==> src/hw/rtl/vpf_pkg.sv <==
`timescale 1ns / 1ps
// ---------------------------------------------------------------------------
// vpf_pkg
// Shared types and constants for the VLAN policy filter with counters.
// ---------------------------------------------------------------------------
package vpf_pkg;

    localparam int VLAN_COUNT  = 4096;
    localparam int COUNT_WIDTH = 32;
    localparam int CNT_DEPTH   = VLAN_COUNT + 1;
    localparam int VID_W       = $clog2(VLAN_COUNT);
    localparam int KEY_W       = $clog2(CNT_DEPTH);

    localparam logic [15:0] TPID_CTAG      = 16'h8100;
    localparam logic [15:0] TPID_STAG      = 16'h88A8;
    localparam logic [15:0] VID_MASK       = 16'h0fff;
    localparam logic [15:0] ETH_HDR_LEN    = 16'd14;
    localparam logic [15:0] TAGGED_HDR_LEN = 16'd18;

    localparam logic KIND_FRAME  = 1'b0;
    localparam logic KIND_POLICY = 1'b1;

    localparam logic [1:0] ENTRY_ABSENT = 2'd0;
    localparam logic [1:0] ENTRY_PASS   = 2'd1;

    localparam int QUEUE_DEPTH = 2;
    localparam int QPTR_W      = $clog2(QUEUE_DEPTH);
    localparam int QCNT_W      = $clog2(QUEUE_DEPTH + 1);

    typedef enum logic [1:0] {
        OP_POLICY,
        OP_COUNT,
        OP_NOCOUNT
    } op_t;

    typedef struct packed {
        op_t              op;
        logic [KEY_W-1:0] key;
        logic [1:0]       action;
    } cmd_t;

    typedef enum logic [1:0] {
        ST_CLEAR,
        ST_IDLE,
        ST_UPDATE
    } state_t;

    typedef struct packed {
        logic [COUNT_WIDTH-1:0] seen;
        logic [COUNT_WIDTH-1:0] pass;
        logic [COUNT_WIDTH-1:0] drop;
    } cnt_word_t;

    localparam int CNT_WORD_W = $bits(cnt_word_t);

endpackage

==> src/hw/rtl/vpf_front.sv <==
`timescale 1ns / 1ps
// ---------------------------------------------------------------------------
// vpf_front
// Accepts input transactions and classifies them into back-end commands.
// ---------------------------------------------------------------------------
module vpf_front (
    input  logic               push,
    output logic               full,
    input  logic               kind,
    input  logic [15:0]        frame_length,
    input  logic [15:0]        ether_type,
    input  logic [15:0]        tag_control,
    input  logic [11:0]        policy_vlan,
    input  logic [1:0]         policy_action,
    input  logic               q_full,
    input  logic               clearing,
    output logic               q_push,
    output vpf_pkg::cmd_t      q_cmd
);

    logic        accept;
    logic        tpid_match;
    logic [11:0] vid;
    logic        vid_ok;
    logic        pol_ok;

    assign full   = q_full || clearing;
    assign accept = push && !full;

    assign tpid_match = (ether_type == vpf_pkg::TPID_CTAG)
                     || (ether_type == vpf_pkg::TPID_STAG);
    assign vid    = 12'(tag_control & vpf_pkg::VID_MASK);
    assign vid_ok = 32'(vid) < vpf_pkg::VLAN_COUNT;
    assign pol_ok = 32'(policy_vlan) < vpf_pkg::VLAN_COUNT;

    always_comb
    begin
        q_cmd.action = policy_action;
        q_cmd.key    = '0;
        q_cmd.op     = vpf_pkg::OP_NOCOUNT;
        q_push       = accept;
        if (kind == vpf_pkg::KIND_POLICY)
        begin
            q_cmd.op  = vpf_pkg::OP_POLICY;
            q_cmd.key = vpf_pkg::KEY_W'(policy_vlan);
            // writes outside the table are dropped here
            q_push    = accept && pol_ok;
        end
        else if (frame_length < vpf_pkg::ETH_HDR_LEN)
        begin
            q_cmd.op = vpf_pkg::OP_NOCOUNT;
        end
        else if (!tpid_match)
        begin
            q_cmd.op  = vpf_pkg::OP_COUNT;
            q_cmd.key = vpf_pkg::KEY_W'(vpf_pkg::VLAN_COUNT);
        end
        else if (frame_length < vpf_pkg::TAGGED_HDR_LEN || !vid_ok)
        begin
            q_cmd.op = vpf_pkg::OP_NOCOUNT;
        end
        else
        begin
            q_cmd.op  = vpf_pkg::OP_COUNT;
            q_cmd.key = vpf_pkg::KEY_W'(vid);
        end
    end

endmodule

==> config.mk <==
export PLATFORM = sky130hd
export DESIGN_NAME = vpf_front
export DESIGN_NICKNAME = d
export VERILOG_FILES = /design/src/hw/rtl/vpf_pkg.sv /design/src/hw/rtl/vpf_front.sv
export SDC_FILE = /design/constraint.sdc
export NUM_CORES = 1
export LEC_CHECK = 0
export ABC_CLOCK_PERIOD_IN_PS = 2500
export BUFFER_PORTS_ARGS = -buffer_cell sky130_fd_sc_hd__buf_2
export CORE_MARGIN = 8
export CORE_UTILIZATION = 27
export DETAILED_ROUTE_END_ITERATION = 8
export PLACE_DENSITY = 0.91
export SYNTH_ARGS = -nofsm -noshare
export SYNTH_HDL_FRONTEND = slang
export SYNTH_SLANG_ARGS = --single-unit
==> constraint.sdc <==
create_clock -name vclk -period 2.5
set_input_delay 0.125 -clock vclk [all_inputs]
set_output_delay 0.125 -clock vclk [all_outputs]
set_load 0.02 [all_outputs]
==> results.txt <==
DRT iter0 DRCs -> 8
Comb pwr share -> 100.0%
1st-pass router iterations -> 4
Share of the synthesized area in the top cell type -> 23.2%
Max VDD drop -> 67.2 uV
Kind of critical path -> input port to output pin
Total track usage -> 13.0%
Die H -> 54.0 um
Post-synthesis sequential area ratio -> 0%
RSZ-0062 raised after global routing -> no
CP endpoint kind -> output pin
Top cells by count, synth -> nand2_1 (24), o21ai_2 (10), nor3_1 (4)
F_max -> 578 MHz
Hold slack -> 0.250 ns
Post-synthesis cell type count -> 22
Die Area -> 2910 um2
Global-route wire length before repair -> 3130 um
Mapped Cells -> 67
Post-route ant nets -> 0
Final Max Slew Viols -> 0
Via count -> 766
Worst path bufs/invs -> 2
Worst path most repeated cell -> buf_2
Status -> finished, final reports clean
Cell Pwr Density -> 144 nW/um2
CP startpoint -> frame_length[14]
Core area -> 1320 um2
NetSw -> 55.4 uW
Clk_buf instances -> 0
Hold Path Depth -> 0
Per-cell routed wire length -> 13.3 um
DRC -> 0
Layout area overhead -> 94.9%
Die width -> 54.0 um
Post-Syn Area per Cell -> 5.81 um2
Largest net degree at the start of global routing -> 17
Int Power -> 53.9 uW
Setup Viol. Count Final -> 0
Fraction of layout cells with a size suffix above 1 -> 63.8%
# IOs -> 85
CP required -> 2.38 ns
Worst EP arrival -> 1.61 ns
Synth Warn # -> 0
Post-layout nets -> 206
Pin slew with the least headroom to its limit -> 0.401 ns
Gpl congestion -> 0.695
Minimum clock period after layout -> 1.73 ns
Register share of total power -> 0%
DRT Wirelength -> 2040 um
Leakage dissipation -> 0.440 nW
Slowest Stage Delay on Critical Path -> 0.42 ns
Crit-path slowest cell -> a311oi_1
Hold_buf cts -> 0
Final hold viol count -> 0
Diodes inserted -> 0
Number of max-cap violations -> 0
Crit path max-delay family -> compound AO/OA/AOI/OAI gates
Synth top area cells -> nand2_1 (23%), o21ai_2 (23%), nor3_1 (5.1%), nor4_1 (4.8%), nand4b_1 (4.5%)
HP Class -> input port to output pin
Seq Cell Count -> 0
# rows -> 13
Grt total ovfl -> 0
Top-count cell post-synth -> nand2_1
Register area -> 0 um2
Period utilisation layout -> 69.2%
Vias in the first global route -> 812
Port buffer count -> 76
Clock share of power -> 0%
Cell area after synthesis -> 389 um2
Yosys top cell by area -> nand2_1
Design area -> 758 um2
HPWL Detailed -> 1830 um
Post-CTS Setup Inserts -> 0
Relative slew slack -> 73.1%
Vias per inst -> 5.01
Post-Syn Nets -> 133
Cell depth of the worst setup path -> 6
Initial Util -> 29.5%
Initial antenna violation count -> 0
Crit path max fanout -> 3
Net Sw Frac -> 50.7%
Post-CTS resize count -> 0
Placed cell areas -> 758 um2
Worst setup path endpoint -> q_cmd[16]
Startpoint Class -> input port
Setup_tns -> 0 ns
Critical path, cell by cell -> buf_2 -> nor4_1 -> nand3_1 -> a311oi_1 -> a22o_1 -> buf_2
worst min path at each step:
stage                     startpoint  endpoint  slack [ns]
finish              policy_action[0]  q_cmd[0]        0.25
global placement    policy_action[1]  q_cmd[1]        0.25
global route        policy_action[0]  q_cmd[0]        0.25
floorplan           policy_action[0]  q_cmd[0]        0.36
detailed placement  policy_action[1]  q_cmd[1]        0.25
CTS                 policy_action[1]  q_cmd[1]        0.25
cell usage in the layout, fill, tap and decap left out:
cell type	instances
buf_2	76
nand2_1	24
o21ai_2	10
nor3_1	4
nor4_1	3
nand3_1	2
nand4b_1	2
nor2_1	2
inv_1	2
o21ai_0	2
nor4b_1	1
or4b_1	1
mux2i_1	1
nor2b_1	1
o31a_1	1
a311oi_1	1
a211oi_1	1
nand3b_1	1
or2_2	1
a22o_1	1
buf_4	1
logic make-up (layout without fill, tap and decap cells):
family | Yosys count | in the layout | synth area share [%]
AO/OA/AOI/OAI | 16 | 16 | 33.8
AND/OR/NAND/NOR | 42 | 42 | 52.1
multiplexers | 1 | 1 | 2.57
buffers and inverters | 8 | 79 | 11.6
power by group through the flow:
stage	Combinational (mW)	Clock [mW]	Sequential [mW]
CTS	0.111	0	0
finish	0.109	0	0
global placement	0.106	0	0
detailed placement	0.110	0	0
floorplan	0.0534	0	0
global route	0.121	0	0
metrics by stage:
stage | setup slack, ns | std cells | total power [mW] | util, %
detailed placement | 0.795 | 153 | 0.110 | 57.5
finish | 0.769 | 153 | 0.109 | 57.5
CTS | 0.790 | 153 | 0.111 | 57.5
global placement | 0.839 | 153 | 0.106 | 57.5
global route | 0.643 | 153 | 0.121 | 57.5
floorplan | 0.952 | 67 | 0.0534 | -
area by class of cell:
cell class / instances / area (um2)
inverters: 2 / 7.51
fillers: 141 / 559
well taps: 15 / 18.8
repair buffers: 77 / 388
multi-input cells: 59 / 344
metal layers:
| layer | GRT usage (%) | vias up | wire length, um |
|---|---|---|---|
| met5 | 0 | - | 0 |
| met4 | 2.10 | 0 | 21 |
| met3 | 3.86 | 2 | 265 |
| met2 | 25.5 | 48 | 1030 |
| met1 | 13.3 | 331 | 716 |
| li1 | - | 385 | - |
Power figures use the tool's default switching activity.
