$ cat src/hw/rtl/vpf_pkg.sv
`timescale 1ns / 1ps
// ---------------------------------------------------------------------------
// vpf_pkg
// Shared types and constants for the VLAN policy filter with counters.
// ---------------------------------------------------------------------------
package vpf_pkg;

    localparam int VLAN_COUNT  = 4096;
    localparam int COUNT_WIDTH = 32;
    localparam int CNT_DEPTH   = VLAN_COUNT + 1;
    localparam int VID_W       = $clog2(VLAN_COUNT);
    localparam int KEY_W       = $clog2(CNT_DEPTH);

    localparam logic [15:0] TPID_CTAG      = 16'h8100;
    localparam logic [15:0] TPID_STAG      = 16'h88A8;
    localparam logic [15:0] VID_MASK       = 16'h0fff;
    localparam logic [15:0] ETH_HDR_LEN    = 16'd14;
    localparam logic [15:0] TAGGED_HDR_LEN = 16'd18;

    localparam logic KIND_FRAME  = 1'b0;
    localparam logic KIND_POLICY = 1'b1;

    localparam logic [1:0] ENTRY_ABSENT = 2'd0;
    localparam logic [1:0] ENTRY_PASS   = 2'd1;

    localparam int QUEUE_DEPTH = 2;
    localparam int QPTR_W      = $clog2(QUEUE_DEPTH);
    localparam int QCNT_W      = $clog2(QUEUE_DEPTH + 1);

    typedef enum logic [1:0] {
        OP_POLICY,
        OP_COUNT,
        OP_NOCOUNT
    } op_t;

    typedef struct packed {
        op_t              op;
        logic [KEY_W-1:0] key;
        logic [1:0]       action;
    } cmd_t;

    typedef enum logic [1:0] {
        ST_CLEAR,
        ST_IDLE,
        ST_UPDATE
    } state_t;

    typedef struct packed {
        logic [COUNT_WIDTH-1:0] seen;
        logic [COUNT_WIDTH-1:0] pass;
        logic [COUNT_WIDTH-1:0] drop;
    } cnt_word_t;

    localparam int CNT_WORD_W = $bits(cnt_word_t);

endpackage

$ cat src/hw/rtl/vpf_cmd_queue.sv
`timescale 1ns / 1ps
// ---------------------------------------------------------------------------
// vpf_cmd_queue
// Short command FIFO between the classifier and the table/counter engine.
// ---------------------------------------------------------------------------
module vpf_cmd_queue (
    input  logic          clk,
    input  logic          rst_n,
    input  logic          push,
    input  vpf_pkg::cmd_t push_cmd,
    output logic          full,
    input  logic          pop,
    output logic          empty,
    output vpf_pkg::cmd_t head
);

    vpf_pkg::cmd_t                  entry_reg [vpf_pkg::QUEUE_DEPTH];
    logic [vpf_pkg::QPTR_W-1:0]     wr_ptr_reg, wr_ptr_next;
    logic [vpf_pkg::QPTR_W-1:0]     rd_ptr_reg, rd_ptr_next;
    logic [vpf_pkg::QCNT_W-1:0]     count_reg, count_next;
    logic                           do_push;
    logic                           do_pop;

    assign full    = count_reg == vpf_pkg::QCNT_W'(vpf_pkg::QUEUE_DEPTH);
    assign empty   = count_reg == '0;
    assign head    = entry_reg[rd_ptr_reg];
    assign do_push = push && !full;
    assign do_pop  = pop && !empty;

    always_comb
    begin
        wr_ptr_next = wr_ptr_reg;
        rd_ptr_next = rd_ptr_reg;
        count_next  = count_reg;
        if (do_push)
        begin
            wr_ptr_next = (32'(wr_ptr_reg) == vpf_pkg::QUEUE_DEPTH - 1) ? '0
                        : wr_ptr_reg + vpf_pkg::QPTR_W'(1);
        end
        if (do_pop)
        begin
            rd_ptr_next = (32'(rd_ptr_reg) == vpf_pkg::QUEUE_DEPTH - 1) ? '0
                        : rd_ptr_reg + vpf_pkg::QPTR_W'(1);
        end
        if (do_push && !do_pop)
        begin
            count_next = count_reg + vpf_pkg::QCNT_W'(1);
        end
        else if (do_pop && !do_push)
        begin
            count_next = count_reg - vpf_pkg::QCNT_W'(1);
        end
    end

    always_ff @(posedge clk or negedge rst_n)
    begin
        if (!rst_n)
        begin
            wr_ptr_reg <= '0;
            rd_ptr_reg <= '0;
            count_reg  <= '0;
        end
        else
        begin
            wr_ptr_reg <= wr_ptr_next;
            rd_ptr_reg <= rd_ptr_next;
            count_reg  <= count_next;
        end
    end

    always_ff @(posedge clk)
    begin
        if (do_push)
        begin
            entry_reg[wr_ptr_reg] <= push_cmd;
        end
    end

endmodule

$ cat config.mk
export PLATFORM = sky130hd
export DESIGN_NAME = vpf_cmd_queue
export DESIGN_NICKNAME = d
export VERILOG_FILES = /design/src/hw/rtl/vpf_pkg.sv /design/src/hw/rtl/vpf_cmd_queue.sv
export SDC_FILE = /design/constraint.sdc
export NUM_CORES = 1
export LEC_CHECK = 0
export ABC_AREA = 1
export BUFFER_PORTS_ARGS = -buffer_cell sky130_fd_sc_hd__clkbuf_2
export CORE_MARGIN = 5
export CORE_UTILIZATION = 54
export CTS_CLUSTER_DIAMETER = 40
export DETAILED_ROUTE_END_ITERATION = 10
export PLACE_DENSITY = 0.85
export SLEW_MARGIN = 20
export SYNTH_ARGS = -nofsm -noshare
export SYNTH_HDL_FRONTEND = slang
export SYNTH_SLANG_ARGS = --single-unit
$ cat constraint.sdc
create_clock -name clk -period 5.2 [get_ports clk]
set_input_delay 0.52 -clock clk [delete_from_list [all_inputs] [get_ports clk]]
set_output_delay 0.52 -clock clk [all_outputs]
set_load 0.02 [all_outputs]
==> flow_metrics.tcl <==
set metrics [dict create \
    die_x_um 62.2 \
    wl_per_cell_um 13.4 \
    grt_pass1_vias 1001 \
    min_path_cells 1 \
    cts_made_buffers 5 \
    cp_max_fo 19 \
    status "finished, final reports clean" \
    place_inst 188 \
    cts_setup_buffers 0 \
    critPathBufInv 2 \
    worstPathCellList "inv_2 > nand2_1 > nand2_1 > clkbuf_2" \
    firstDrtPassIters 4 \
    crit_cells 4 \
    setup_tns_ns 0 \
    cap_violations 0 \
    r2r-end "entry_reg[0][12]$_DFFE_PP_" \
    worstHoldEndpoint "entry_reg[1][5]$_DFFE_PP_" \
    hold_ws_ns 0.366 \
    ys_seq_area_share_pct 76.1 \
    grt_start_max_net_pins 20 \
    die_h_um 62.2 \
    grt_setup_unrepaired "no" \
    clock_skew_ns 0.00859 \
    end_kind "output pin" \
    nFillCells 220 \
    worst_ep_required_time_ns 4.68 \
    drt_wl_total_mm 2.64 \
    synthCells 120 \
    fp-row-count 19 \
    leakage_nw 0.806 \
    drive_above_1_share_pct 28.9 \
    ctsHtreeMaxLevel 2 \
    arrival_ns 1.70 \
    setup.worst_path.class "flop to output pin" \
    max_freq_mhz 450 \
    core_um2 2690 \
    fin_cells 197 \
    synth_warnings 0 \
    period_needed_ns 2.22 \
    hold_violations 0 \
    worst_path_most_repeated_cell "nand2_1" \
    period_share_pct 42.7 \
    largest_reg_flops 34 \
    synth_seq_cells 38 \
    min_from "push_cmd[5]" \
    start_util_pct 54.9 \
    clkTransAtPathRegs_ns 0.10 \
    rr_worst_depth 5 \
    synth_largest_type_area_fraction_pct 69.3 \
    ctsResizeCount 0 \
    reg2reg_slack_ns 3.52 \
    synth_nets 142 \
    yosysTopAreaCell "edfxtp_1" \
    finalInstanceArea_um2 1750 \
    slew_headroom_pct 53.6 \
    grtUsageTotal_pct 14.9 \
    hpwl_mm 1.89 \
    power_density_nw_per_um2 561 \
    worstSkewPairLatency_ns 0.33 \
    critPathTopFamily "flip-flops" \
    viasPerCell 4.93 \
    cts_root_buffer "clkbuf_4" \
    io_pins 40 \
    drt_iter0_drc 26 \
    finalNetCount 187 \
    detail-route-antenna-nets 0 \
    cts.sinks 38 \
    startpoint "rd_ptr_reg$_DFFE_PN0P_" \
    tritoncts "built" \
    diodes 0 \
    syn_area_per_cell_um2 12.3 \
    die-area_um2 3870 \
    synth.area.top_cells "edfxtp_1 (69%), nand2_1 (15%), dfrtp_1 (6.8%)" \
    area_growth_pct 18.5 \
    antenna_found_initial 0 \
    grt_pass1_wl_mm 4.48 \
    clockBufferDepth 2 \
    max_stage_delay_ns 0.73 \
    r2r_start "count_reg[1]$_DFFE_PN0P_" \
    cp-start-kind "flop" \
    setup_viol 0 \
    vias 971 \
    final-max-slew-violation-count 0 \
    grt_overflow_total 0 \
    drcViolationCount 0 \
    ys_types 15 \
    place_area_um2 1690 \
    slowest_stage "dfrtp_1" \
    netlist_area_um2 1470 \
    worst_pin_slew_ns 0.696 \
    gp_congestion 0.637 \
    ir_worst_vdd_v 0.000403 \
    min_path_type "input pin to flop" \
    io_buffers 39 \
]
## repair_timing
action | in CTS | in global routing
setup endpoints to repair | 0 | 0
endpoints found under the hold margin | 4 | 0
hold buffers | 1 | 0
## metrics by stage
| stage | power [mW] | utilization [%] | setup WS (ns) |
|---|---|---|---|
| after floorplan | 0.736 | - | 3.45 |
| after global placement | 0.840 | 62.8 | 3.39 |
| after detailed placement | 0.855 | 62.8 | 3.37 |
| after CTS | 0.992 | 65.0 | 2.96 |
| after global routing | 1.06 | 65.0 | 2.82 |
| final | 0.980 | 65.0 | 2.98 |
## final cells by class
cell class	instances	area (um^2)	area share [%]
Clock buffer	5	37.5	2.15
Clock inverter	3	11.3	0.645
Inverter	8	30.0	1.72
Multi-Input combinational cell	71	295	16.9
Sequential cell	38	1120	64.2
Tap cell	31	38.8	2.22
Timing Repair Buffer	41	213	12.2
## worst max path at each step
stage,slack [ns],to
6_report,2.98,head[5]
5_1_grt,2.82,head[14]
4_1_cts,2.96,head[5]
3_5_place_dp,3.37,head[14]
3_3_place_gp,3.39,head[14]
2_1_floorplan,3.45,entry_reg[1][0]$_DFFE_PP_
## cell usage after synthesis
| cell type | count |
|---|---|
| buf_2 | 1 |
| buf_6 | 2 |
| dfrtp_1 | 4 |
| edfxtp_1 | 34 |
| ha_1 | 1 |
| inv_1 | 7 |
| inv_2 | 1 |
| nand2_1 | 60 |
| nand3_1 | 1 |
| nand3b_1 | 1 |
| nand4_1 | 1 |
| nor2_1 | 2 |
| nor2_2 | 2 |
| o21ai_0 | 2 |
| xnor2_1 | 1 |
## cells by family after synthesis
logic type,share of synthesized area [%]
and+or+nand+nor,17.9
buffers and inverters,3.90
xor gates and xnor gates,0.594
AOI/OAI and AO/OA,0.679
DFF,76.1
adders and majority gates,0.849
## cell usage in the layout, fill, tap and decap left out
| cell | Yosys | routed |
|---|---|---|
| inv_1 | 7 | 7 |
| inv_2 | 1 | 1 |
| nor2_1 | 2 | 2 |
| nand3_1 | 1 | 1 |
| buf_4 | 0 | 1 |
| clkbuf_4 | 0 | 5 |
| clkbuf_2 | 0 | 39 |
| nand2_1 | 60 | 60 |
| edfxtp_1 | 34 | 34 |
| nand3b_1 | 1 | 1 |
| dfrtp_1 | 4 | 4 |
| nor2_2 | 2 | 2 |
| ha_1 | 1 | 1 |
| clkinv_1 | 0 | 3 |
| nand4_1 | 1 | 1 |
| xnor2_1 | 1 | 1 |
| o21ai_0 | 2 | 2 |
| dlygate4sd3_1 | 0 | 1 |
## report_power, final
group / switching, mW / internal, mW / leakage, nW
clock network: 0.0873 / 0.0482 / 0.0277
logic: 0.264 / 0.115 / 0.414
registers: 0.0465 / 0.419 / 0.364
## layer usage
metal | GRT usage [%] | wire, um | part of all wire (%) | vias to the layer above
met5 | 0 | 0 | 0 | -
met4 | 4.88 | 9 | 0.34 | 0
met1 | 16.7 | 1120 | 42 | 445
met3 | 7.39 | 227 | 8.6 | 2
met2 | 24.4 | 1290 | 49 | 40
li1 | - | - | - | 484
Power figures use the tool's default switching activity.
